===== config.mk =====
export PLATFORM = sky130hd
export DESIGN_NAME = yaw_pitch_camera_pose_update_top
export DESIGN_NICKNAME = d
export VERILOG_FILES = /design/src/hw/rtl/ypcam_pkg.sv /design/src/hw/rtl/yaw_pitch_camera_pose_update_top.sv
export SDC_FILE = /design/constraint.sdc
export NUM_CORES = 2
export LEC_CHECK = 0
export BUFFER_PORTS_ARGS = -buffer_cell sky130_fd_sc_hd__buf_2
export CORE_MARGIN = 4
export CORE_UTILIZATION = 45
export CTS_CLUSTER_DIAMETER = 150
export DETAILED_ROUTE_END_ITERATION = 8
export PLACE_DENSITY_LB_ADDON = 0.25
export SLEW_MARGIN = 20
export SYNTH_ARGS = -nofsm -noshare
export SYNTH_HDL_FRONTEND = slang
export SYNTH_MEMORY_MAX_BITS = 65536
export SYNTH_SLANG_ARGS = --single-unit
export TNS_END_PERCENT = 30

===== constraint.sdc =====
create_clock -name clk -period 21.1 [get_ports clk]
set_input_delay 5.275 -clock clk [delete_from_list [all_inputs] [get_ports clk]]
set_output_delay 5.275 -clock clk [all_outputs]
set_load 0.02 [all_outputs]

===== src/hw/rtl/ypcam_pkg.sv =====
// Shared constants, types and CORDIC helpers for the yaw/pitch camera pose unit.
package ypcam_pkg;

  localparam int CORDIC_STEPS   = 16;
  localparam int POSITION_WIDTH = 32;
  localparam int TABLE_LEN      = 24;
  localparam int STEP_W         = $clog2(TABLE_LEN);
  localparam int CW             = 34;                  // CORDIC datapath, Q2.30 plus headroom
  localparam int ACC_W          = POSITION_WIDTH + 15; // Q16.16 x Q1.15 sums, wrap-relevant bits

  typedef logic signed [CW-1:0]             cord_t;
  typedef logic signed [15:0]               q15_t;
  typedef logic signed [14:0]               tlim_t;
  typedef logic signed [ACC_W-1:0]          acc_t;
  typedef logic signed [POSITION_WIDTH-1:0] pos_t;
  typedef logic [STEP_W-1:0]                step_t;

  typedef struct packed {
    cord_t x;
    cord_t y;
    cord_t z;
    logic  flip;
  } lane_t;

  localparam cord_t GAIN_Q30 = 34'sd652032874;

  // Arctangent of 2^-i, 2^32 units per turn.
  function automatic cord_t atan_step(step_t i);
    cord_t v;
    unique case (i)
      5'd0:    v = 34'sd536870912;
      5'd1:    v = 34'sd316933406;
      5'd2:    v = 34'sd167458907;
      5'd3:    v = 34'sd85004756;
      5'd4:    v = 34'sd42667331;
      5'd5:    v = 34'sd21354465;
      5'd6:    v = 34'sd10679838;
      5'd7:    v = 34'sd5340245;
      5'd8:    v = 34'sd2670163;
      5'd9:    v = 34'sd1335087;
      5'd10:   v = 34'sd667544;
      5'd11:   v = 34'sd333772;
      5'd12:   v = 34'sd166886;
      5'd13:   v = 34'sd83443;
      5'd14:   v = 34'sd41722;
      5'd15:   v = 34'sd20861;
      5'd16:   v = 34'sd10430;
      5'd17:   v = 34'sd5215;
      5'd18:   v = 34'sd2608;
      5'd19:   v = 34'sd1304;
      5'd20:   v = 34'sd652;
      5'd21:   v = 34'sd326;
      5'd22:   v = 34'sd163;
      5'd23:   v = 34'sd81;
      default: v = '0;
    endcase
    return v;
  endfunction

  // Fold the angle into the right half plane, then scale to the residual units.
  function automatic lane_t lane_init(logic [15:0] a);
    lane_t l;
    logic [15:0] red;
    l.flip = a[15] ^ a[14];
    red    = a ^ {l.flip, 15'd0};
    l.x    = GAIN_Q30;
    l.y    = '0;
    l.z    = {{2{red[15]}}, red, 16'd0};
    return l;
  endfunction

  function automatic lane_t cordic_step(lane_t l, step_t i);
    lane_t n;
    cord_t xs;
    cord_t ys;
    xs = l.x >>> i;
    ys = l.y >>> i;
    n.flip = l.flip;
    if (!l.z[CW-1]) begin
      n.x = l.x - ys;
      n.y = l.y + xs;
      n.z = l.z - atan_step(i);
    end else begin
      n.x = l.x + ys;
      n.y = l.y - xs;
      n.z = l.z + atan_step(i);
    end
    return n;
  endfunction

  // Round Q2.30 to Q1.15 and saturate.
  function automatic q15_t to_q15(cord_t v);
    cord_t r;
    q15_t  q;
    r = (v + CW'(16384)) >>> 15;
    if (r > CW'(32767))
      q = 16'sh7FFF;
    else if (r < -CW'(32768))
      q = 16'sh8000;
    else
      q = r[15:0];
    return q;
  endfunction

endpackage


===== src/hw/rtl/yaw_pitch_camera_pose_update_top.sv =====
// Yaw/pitch fly camera pose unit: heading, clamped tilt, position and forward vector.
//
//   channel   | dir | beat contents (lowest bits first)
//   ----------+-----+-----------------------------------------------------------
//   s_*       | in  | tuser: kind; tdata: delta_heading, delta_tilt, forward_delta,
//             |     |        right_delta, up_delta
//   m_*       | out | tdata: pos_x, pos_y, pos_z, fwd_x, fwd_y, fwd_z, heading, tilt
//   APB       | cfg | 0x0 min_tilt, 0x4 max_tilt (15-bit signed, read sign-extended)
//
// An accepted beat passes through S_INIT, S_CORDIC, S_ROUND, S_MUL and S_DONE,
// then returns to idle, where s_tready is high again; no new beat is taken
// until the last one has left S_DONE.
// The CORDIC iterations dominate: both angle lanes advance together, one
// micro-rotation a cycle; a single 32x16 multiplier then takes seven products.
// The result sits in an output register, so a new beat is taken while it waits;
// a second result waits in the final state until m_tready frees that register.
// rst is synchronous and restores the pose to zero and the tilt limits to +-15474.
module yaw_pitch_camera_pose_update_top import ypcam_pkg::*; (
  input  logic         clk,
  input  logic         rst,
  // slave stream
  input  logic         s_tvalid,
  output logic         s_tready,
  input  logic [127:0] s_tdata,  // delta_heading, delta_tilt, forward_delta, right_delta, up_delta
  input  logic         s_tuser,  // kind: 0 rotate, 1 move
  // master stream
  output logic         m_tvalid,
  input  logic         m_tready,
  output logic [175:0] m_tdata,  // pos_x, pos_y, pos_z, fwd_x, fwd_y, fwd_z, heading, tilt, pad
  // configuration
  input  logic         psel,
  input  logic         penable,
  input  logic         pwrite,
  input  logic [2:0]   paddr,
  input  logic [31:0]  pwdata,
  output logic [31:0]  prdata,
  output logic         pready
);

  localparam logic [2:0] S_IDLE   = 3'd0;
  localparam logic [2:0] S_INIT   = 3'd1;
  localparam logic [2:0] S_CORDIC = 3'd2;
  localparam logic [2:0] S_ROUND  = 3'd3;
  localparam logic [2:0] S_MUL    = 3'd4;
  localparam logic [2:0] S_DONE   = 3'd5;

  localparam logic KIND_MOVE = 1'b1;

  // multiplier schedule, one product issued per cycle
  localparam logic [2:0] OP_FX  = 3'd0;  // sin h * cos t
  localparam logic [2:0] OP_FZ  = 3'd1;  // cos h * cos t
  localparam logic [2:0] OP_XF  = 3'd2;  // f * fwd_x
  localparam logic [2:0] OP_XR  = 3'd3;  // r * cos h
  localparam logic [2:0] OP_YF  = 3'd4;  // f * fwd_y
  localparam logic [2:0] OP_ZF  = 3'd5;  // f * fwd_z
  localparam logic [2:0] OP_ZR  = 3'd6;  // r * sin h (subtracted)
  localparam logic [2:0] OP_END = 3'd7;

  localparam logic REG_MIN = 1'b0;

  logic [2:0]  state;
  step_t       step;
  logic [2:0]  mcnt;
  logic [2:0]  aop;

  tlim_t       min_tilt;
  tlim_t       max_tilt;
  logic [15:0] heading;
  logic signed [15:0] tilt;
  pos_t        pos_x;
  pos_t        pos_y;
  pos_t        pos_z;
  pos_t        pos_x_next;
  pos_t        pos_y_next;
  pos_t        pos_z_next;

  logic        kind;
  logic signed [31:0] fdel;
  logic signed [31:0] rdel;

  lane_t       lane_h;
  lane_t       lane_t_;
  q15_t        sh;
  q15_t        ch;
  q15_t        st;
  q15_t        ct;
  q15_t        fx;
  q15_t        fz;

  logic signed [31:0] mul_a;
  logic signed [15:0] mul_b;
  logic signed [47:0] prod;
  logic signed [47:0] prod_rnd;
  acc_t        acc_x;
  acc_t        acc_y;
  acc_t        acc_z;

  logic signed [16:0] tilt_sum;
  logic signed [16:0] tilt_hi;
  logic signed [16:0] tilt_new;

  logic        in_beat;
  logic        cfg_wr;

  assign s_tready = (state == S_IDLE);
  assign in_beat  = s_tvalid && s_tready;
  assign pready   = 1'b1;
  assign cfg_wr   = psel && penable && pwrite;
  assign prdata   = (paddr[2] == REG_MIN) ? 32'(min_tilt) : 32'(max_tilt);

  // Tilt update: limit to max first, then raise to min, so min wins when crossed.
  always_comb begin
    tilt_sum = 17'(tilt) + 17'($signed(s_tdata[31:16]));
    tilt_hi  = (tilt_sum > 17'(max_tilt)) ? 17'(max_tilt) : tilt_sum;
    tilt_new = (tilt_hi < 17'(min_tilt)) ? 17'(min_tilt) : tilt_hi;
  end

  // Operand select for the shared multiplier.
  always_comb begin
    unique case (mcnt)
      OP_FX:   begin mul_a = 32'(sh); mul_b = ct; end
      OP_FZ:   begin mul_a = 32'(ch); mul_b = ct; end
      OP_XF:   begin mul_a = fdel;    mul_b = fx; end
      OP_XR:   begin mul_a = rdel;    mul_b = ch; end
      OP_YF:   begin mul_a = fdel;    mul_b = st; end
      OP_ZF:   begin mul_a = fdel;    mul_b = fz; end
      OP_ZR:   begin mul_a = rdel;    mul_b = sh; end
      default: begin mul_a = '0;      mul_b = '0; end
    endcase
  end

  assign aop      = mcnt - 3'd1;
  assign prod_rnd = prod + 48'sd16384;

  // Accumulators already carry the rounding half; keep the wrapped bits only.
  always_comb begin
    pos_x_next = pos_x;
    pos_y_next = pos_y;
    pos_z_next = pos_z;
    if (kind == KIND_MOVE) begin
      pos_x_next = pos_x + pos_t'(acc_x[ACC_W-1:15]);
      pos_y_next = pos_y + pos_t'(acc_y[ACC_W-1:15]);
      pos_z_next = pos_z + pos_t'(acc_z[ACC_W-1:15]);
    end
  end

  // control and architectural state
  always_ff @(posedge clk) begin
    if (rst) begin
      state    <= S_IDLE;
      step     <= '0;
      mcnt     <= '0;
      m_tvalid <= 1'b0;
      min_tilt <= -15'sd15474;
      max_tilt <= 15'sd15474;
      heading  <= '0;
      tilt     <= '0;
      pos_x    <= '0;
      pos_y    <= '0;
      pos_z    <= '0;
    end else begin
      if (cfg_wr) begin
        if (paddr[2] == REG_MIN)
          min_tilt <= tlim_t'(pwdata[14:0]);
        else
          max_tilt <= tlim_t'(pwdata[14:0]);
      end

      // raise valid as the final state loads the output register, drop it once taken
      if (state == S_DONE && (!m_tvalid || m_tready))
        m_tvalid <= 1'b1;
      else if (m_tvalid && m_tready)
        m_tvalid <= 1'b0;

      unique case (state)
        S_IDLE: begin
          if (in_beat) begin
            if (s_tuser != KIND_MOVE) begin
              heading <= heading + s_tdata[15:0];
              tilt    <= 16'(tilt_new);
            end
            state <= S_INIT;
          end
        end
        S_INIT: begin
          step  <= '0;
          state <= S_CORDIC;
        end
        S_CORDIC: begin
          step <= step + step_t'(1);
          if (step == step_t'(CORDIC_STEPS - 1))
            state <= S_ROUND;
        end
        S_ROUND: begin
          mcnt  <= '0;
          state <= S_MUL;
        end
        S_MUL: begin
          mcnt <= mcnt + 3'd1;
          if (mcnt == OP_END)
            state <= S_DONE;
        end
        S_DONE: begin
          // hold here while the previous result still waits downstream
          if (!m_tvalid || m_tready) begin
            pos_x    <= pos_x_next;
            pos_y    <= pos_y_next;
            pos_z    <= pos_z_next;
            state    <= S_IDLE;
          end
        end
        default: state <= S_IDLE;
      endcase
    end
  end

  // datapath
  always_ff @(posedge clk) begin
    unique case (state)
      S_IDLE: begin
        if (in_beat) begin
          kind  <= s_tuser;
          fdel  <= $signed(s_tdata[63:32]);
          rdel  <= $signed(s_tdata[95:64]);
          // up term enters as u * 2^15 plus the rounding half
          acc_y <= acc_t'($signed({s_tdata[127:96], 15'h4000}));
        end
      end
      S_INIT: begin
        lane_h  <= lane_init(heading);
        lane_t_ <= lane_init(tilt);
      end
      S_CORDIC: begin
        lane_h  <= cordic_step(lane_h, step);
        lane_t_ <= cordic_step(lane_t_, step);
      end
      S_ROUND: begin
        sh <= to_q15(lane_h.flip  ? -lane_h.y  : lane_h.y);
        ch <= to_q15(lane_h.flip  ? -lane_h.x  : lane_h.x);
        st <= to_q15(lane_t_.flip ? -lane_t_.y : lane_t_.y);
        ct <= to_q15(lane_t_.flip ? -lane_t_.x : lane_t_.x);
      end
      S_MUL: begin
        prod <= 48'(mul_a) * 48'(mul_b);
        if (mcnt != OP_FX) begin
          unique case (aop)
            OP_FX:   fx    <= prod_rnd[30:15];
            OP_FZ:   fz    <= prod_rnd[30:15];
            OP_XF:   acc_x <= acc_t'(prod) + acc_t'(16384);
            OP_XR:   acc_x <= acc_x + acc_t'(prod);
            OP_YF:   acc_y <= acc_y + acc_t'(prod);
            OP_ZF:   acc_z <= acc_t'(prod) + acc_t'(16384);
            OP_ZR:   acc_z <= acc_z - acc_t'(prod);
            default: acc_x <= acc_x;
          endcase
        end
      end
      S_DONE: begin
        if (!m_tvalid || m_tready)
          m_tdata <= {1'b0, tilt[14:0], heading, fz, st, fx,
                      32'(pos_z_next), 32'(pos_y_next), 32'(pos_x_next)};
      end
      default: begin
      end
    endcase
  end

endmodule


# After elaboration in Yosys (flattened, before gate mapping)
# Memories as Yosys holds them, arrays and structs flattened. A register that Yosys moved wholly into a read port is not among the register bits.
# Index checks and enable logic that the tools add are counted.
# word_totals
register_bits	900
latchBits	0
ram_bits	0
rom_bits	3840
inputBits	171
out_inout_bits	211
elab_cells	200
mem_count	4
# mem_list
memory	depth	width	rd	rd_clocked_by_memory_dff	write_ports	line_no	rtl
(name not given)	32	30	1	1	0	ypcam_pkg.sv:30	unique case (i)
(name not given)	32	30	1	1	0	ypcam_pkg.sv:30	
(name not given)	32	30	1	1	0	ypcam_pkg.sv:30	
(name not given)	32	30	1	1	0	ypcam_pkg.sv:30	
# op_classes
n_addsub	33
multipliers	1
div	0
order_cmp	10
n_eq_ne	25
shift	4
muxes	51
bitwise	7
n_reduce_logical	32
# ops
operator	n
case mux 103 bit (2 select lines)	2
two-way mux 34 bit	12
case mux 47 bit (2 select lines)	3
adder 34 bit	6
two-way mux 102 bit	2
subtractor 34 bit	6
two-way mux 47 bit	3
adder 34 x 16 -> 34 bit (second input constant)	4
negation 34 bit	4
>>> shifter 34 x 5 -> 34 bit	4
two-way mux 32 bit	4
case mux 32 bit (4 select lines)	1
adder 32 bit	3
case mux 16 bit (6 select lines)	1
adder 47 bit	2
two-way mux 16 bit	5
greater-than comparator 19 x 16 -> 1 bit (second input constant)	4
< comparator 19 x 16 -> 1 bit (second input constant)	4
adder 47 x 16 -> 47 bit (second input constant)	1
multiplier 32 x 16 -> 47 bit	1
subtractor 47 bit	1
two-way mux 5 bit	8
bitwise XOR 16 bit	2
adder 31 x 16 -> 31 bit (second input constant)	1
other kinds (32)	79

# Depth between registers and ports, before layout
# logic_depth
depth_word	5
ltp_mapped	35
depth_no_buf	32

# Worst setup path after synthesis
# OpenSTA, ideal clock, no wires.
# synth_timing
path_type	input port to output port
start	input paddr[2]
end	output prdata[15]
arrival_time_ns	7.363
required_time_ns	15.825
path_slack_ns	8.462
path_stages	4
n_path_buf	3
path_cell_list	clkbuf_1 -> clkbuf_1 -> o21ai_0 -> buf_4
# synth_between
elab_chain_len	1
# synth_lines
element	line_no	rtl
start: declaration	yaw_pitch_camera_pose_update_top.sv:34	input logic [2:0] paddr,
two-way mux 32 bit	yaw_pitch_camera_pose_update_top.sv:109	assign prdata = (paddr[2] == REG_MIN) ? 32'(min_tilt) : 32'(max_tilt);
end: declaration	yaw_pitch_camera_pose_update_top.sv:36	output logic [31:0] prdata,
# No other way between the ends.

# Final worst setup path
# layout_timing
start	input s_tdata[16]
end	register tilt[0]
# layout_between
elab_chain_len	5
# layout_lines
element	line_no	rtl
start: declaration	yaw_pitch_camera_pose_update_top.sv:24	input logic [127:0] s_tdata,
adder 16 x 16 -> 17 bit *	yaw_pitch_camera_pose_update_top.sv:113	tilt_sum = 17'(tilt) + 17'($signed(s_tdata[31:16]));
greater-than comparator 17 x 15 -> 1 bit	yaw_pitch_camera_pose_update_top.sv:114	tilt_hi = (tilt_sum > 17'(max_tilt)) ? 17'(max_tilt) : tilt_sum;
two-way mux 17 bit *	yaw_pitch_camera_pose_update_top.sv:114	
< comparator 17 x 15 -> 1 bit	yaw_pitch_camera_pose_update_top.sv:115	tilt_new = (tilt_hi < 17'(min_tilt)) ? 17'(min_tilt) : tilt_hi;
two-way mux 16 bit *	yaw_pitch_camera_pose_update_top.sv:115	
end signal: assignment	yaw_pitch_camera_pose_update_top.sv:180	tilt <= 16'(tilt_new);
end: declaration	yaw_pitch_camera_pose_update_top.sv:69	logic signed [15:0] tilt;
# Mark *: on every way between the ends. The rest lies on a longest branch, timed or not.
# A chain may end at the register's enable or synchronous reset.

==> metrics.log <==
INFO  metric outcome = completed
INFO  metric chipWidth = between 400 and 500 um
INFO  metric detailroute.via_count = ~80000
INFO  metric relative_area_change_from_synthesis_to_final_layout = 8.66%
INFO  metric fp.dieH = roughly 460 um
INFO  metric synth_compound_area_share = between 10% and 20%
INFO  metric final-max-slew-violation-count = 0
INFO  metric wl_per_cell = 22.8 um
INFO  metric layout.cells.most_common_list = 1075 x nand2_1, 1029 x nor2_1, 826 x inv_1, 730 x edfxtp_1, 714 x a21oi_1
INFO  metric tritoncts_buffer_count = approximately 110
INFO  metric route.antenna.remaining_nets = 0
INFO  metric rr_endpoint = prod[34]
INFO  metric r2r-start = mcnt[1]
INFO  metric placedCellCount = around 13000
INFO  metric core_area = 203000 um^2
INFO  metric via_count_of_the_first_global_routing_pass = around 76000
INFO  metric num_rows = around 170
INFO  metric pwr-share-seq = roughly a quarter
INFO  metric reg2reg_depth = 30
INFO  metric clk_pin_slew_worst_paths = around 0.060 ns
INFO  metric critical-path-top-cell-by-count = o21ai_0
INFO  metric unrepaired_setup_endpoints_after_global_routing = no
INFO  metric clock_latency = 0.80 ns
INFO  metric share_of_the_synthesized_netlist_area_taken_by_xor_and_xnor_gates = about 7.1%
INFO  metric total_power = 9.77 mW
INFO  metric critical_path.max_stage_delay = around 0.69 ns
INFO  metric worstHoldPathType = reg -> reg
INFO  metric post_synth_num_cell_types = ~110
INFO  metric synth_area = roughly 92000 um^2
INFO  metric critPathCaptureType = flip-flop
INFO  metric syn_inst = between 10000 and 15000
INFO  metric number_of_enable_flip_flop_cells_after_synthesis = between 700 and 800
INFO  metric grt.total_usage = 27.2%
INFO  metric grt_first_pass_wirelength = between 400 and 500 mm
INFO  metric post_synth.cell_area_avg = a little over 9 um^2
INFO  metric grt-ovfl-total = 0
INFO  metric synthSimpleGateAreaFrac = approximately 16%
INFO  metric yosysWarnings = 0
INFO  metric mostFrequentLayoutCell = nand2_1
INFO  metric power.share.combinational = approximately 54%
INFO  metric finish.cell_count_without_fillers = ~13000
INFO  metric nets = 11503
INFO  metric io_pins = between 300 and 400
INFO  metric ctsLongestPathBuffers = 3
INFO  metric cts_num_sinks = between 900 and 1000
INFO  metric post_detail_place_hpwl = 226 mm
INFO  metric hold_depth = 2
INFO  metric detailed_routing_iteration_count_for_the_pre_antenna_repair_pass = 7
INFO  metric timing.final.crit_share = between 60 and 70%
INFO  metric arrival = 13.45 ns
INFO  metric mappedNetlistNets = 11424
INFO  metric yosys-mux-area-fraction = ~6.6%
INFO  metric yosys.area_share.adder = between 10% and 20%
INFO  metric ys_ff_latch = 930
INFO  metric tritoncts = done
INFO  metric slew_headroom = slightly below 20%
INFO  metric timing.setup.tns = 0 ns
INFO  metric power_switching_share = about 44%
INFO  metric period_minus_ws_final = about 13 ns
INFO  metric final_layout_size_suffix_gt1_share = 10.6%
INFO  metric cts.repair.resized = 0
INFO  metric synth_ff_type = edfxtp_1
INFO  metric clkPwrFrac = a little over a fifth
INFO  metric worstSetupStartpointType = input pin
INFO  metric critical_path_top_delay_cell = a2111oi_0
INFO  metric start_util = a little under half
INFO  metric hold_violations = 0
INFO  metric finalSetupViolations = 0
INFO  metric die-area = approximately 210000 um^2
INFO  metric pin_slew_with_the_least_headroom_to_its_limit = ~1.2 ns
INFO  metric static-leakage-power = just over 40 nW
INFO  metric endpoint_of_the_worst_hold_path = min_tilt[10]
INFO  metric cap_violations = 0
INFO  metric setup_slack_of_the_most_critical_reg_to_reg_path = between 10 and 15 ns
INFO  metric total_switching_power = ~4.3 mW
INFO  metric worst-endpoint-required = between 20 and 25 ns
INFO  metric pre_cts_ws = ~7.7 ns
INFO  metric asyncSetResetFlopFracSynth = 0%
INFO  metric criticalPathCategory = in -> reg
INFO  metric detail_route.wirelength = slightly below 300 mm
INFO  metric power_per_cell_area = slightly below 100 nW/um^2
INFO  metric post-route-worst-setup-slack = about 8.4 ns
INFO  metric synth_top_family_by_area = adder cells
INFO  metric largest_net_degree_at_the_start_of_global_routing = ~130
INFO  metric seqCellArea = roughly 26000 um^2
INFO  metric clockRootBuffer = clkbuf_16
INFO  metric synth-seq-area-share = 28.3%
INFO  metric drc_errors = 0
INFO  metric power_report.internal_total = 5.44 mW
INFO  metric drtIter0Drc = just over 7000
INFO  metric fin_skew = 0.0488 ns
INFO  metric htree_levels = 3
INFO  metric power.ir.vdd_worst = 215 uV
INFO  metric fillCellCount = approximately 19000
INFO  metric detail_route.vias_per_cell = 6.00
INFO  metric multi_input_gate_area = between 60000 and 70000 um^2
INFO  metric worst_hold_startpoint = min_tilt[10]
INFO  metric port_buffers = 360
INFO  metric cts.repair_timing.setup_buffer_count = 0
INFO  metric ctsHoldBuffers = 0
INFO  metric fmax = ~80 MHz
INFO  metric gp_routability_congestion = 0.962
INFO  metric initial_antenna_violation_count = 12
INFO  metric critical_path.max_fanout = 25
-- layout make-up --
cell class | instances | area share (%)
clock inverters | 74 | 0.892
flip-flops and latches | 930 | 26.0
clock buffers | 136 | 3.10
diodes | 10 | 0.0251
multi-input cells | 7852 | 60.8
well taps | 2672 | 3.35
repair buffers | 476 | 2.70
inverters | 835 | 3.16
-- power groups by stage --
stage	registers (mW)	clock network (mW)	logic (mW)
5_1_grt	2.38	2.21	5.78
3_3_place_gp	2.40	0	5.23
6_report	2.37	2.09	5.31
4_1_cts	2.37	2.13	5.34
2_1_floorplan	2.33	0	3.59
3_5_place_dp	2.41	0	5.31
-- logic make-up (layout without fill, tap and decap cells) --
kind of cell,count (synthesis),count (layout)
AOI/OAI and AO/OA,2443,2443
and+or+nand+nor,3138,3138
DFF,930,930
muxes,396,396
xor gates and xnor gates,746,746
other,2,12
adders and majority gates,1127,1127
buffers and inverters,1345,1521
-- worst max-delay path by stage --
stage / start / endpoint / slack, ns
after CTS: s_tdata[16] / tilt[0] / 8.50
after floorplan: paddr[2] / prdata[15] / 8.46
after global placement: s_tdata[16] / tilt[0] / 7.59
after global routing: s_tdata[16] / tilt[0] / 7.70
after detailed placement: s_tdata[16] / tilt[0] / 7.65
final: s_tdata[16] / tilt[0] / 8.38
-- per-layer routing --
layer / global-route usage [%] / wire, um / vias up
met5: 0 / 0 / -
met4: 13.3 / 16800 / 0
met3: 3.54 / 18500 / 628
met2: 44.7 / 138000 / 2893
met1: 35.5 / 123000 / 38212
li1: - / - / 36176
-- critical path, delay by kind of cell --
kind | cells | cell delay [ns]
buffers and inverters | 2 | 0.39
AOI/OAI and AO/OA | 13 | 3.00
adders and majority gates | 4 | 1.21
and+or+nand+nor | 12 | 2.82
muxes | 2 | 0.76
-- synth_stat cells (228+ instances only) --
library cell,count,area share [%]
fa_1,494,11
xnor2_1,428,4.1
edfxtp_1,730,24
ha_1,632,8.6
nand2_1,1077,4.4
inv_1,830,3.4
a21oi_1,715,3.9
xor2_1,318,3.0
clkbuf_1,364,1.5
nor2_1,1032,4.2
o21ai_0,556,3.0
a21o_1,228,1.9
-- per-stage QoR --
stage | instance area [um^2] | util, % | hold WS, ns
after floorplan | 91800 | - | 0.425
after global placement | 95600 | 47.2 | 0.444
after detailed placement | 95700 | 47.2 | 0.454
after CTS | 99700 | 49.2 | 0.463
after global routing | 99700 | 49.2 | 0.488
final | 99700 | 49.2 | 0.462
-- sequential cells by signal, summed over array words and instances, names as in the netlist, 32 cells and up, named ones only --
name	cells
acc_z	47
rdel	32
lane_h	103
pos_z	32
acc_y	47
lane_t_	103
pos_y	32
prod	47
pos_x	32
fdel	32
acc_x	47
m_tdata	175
Power figures use the tool's default switching activity.
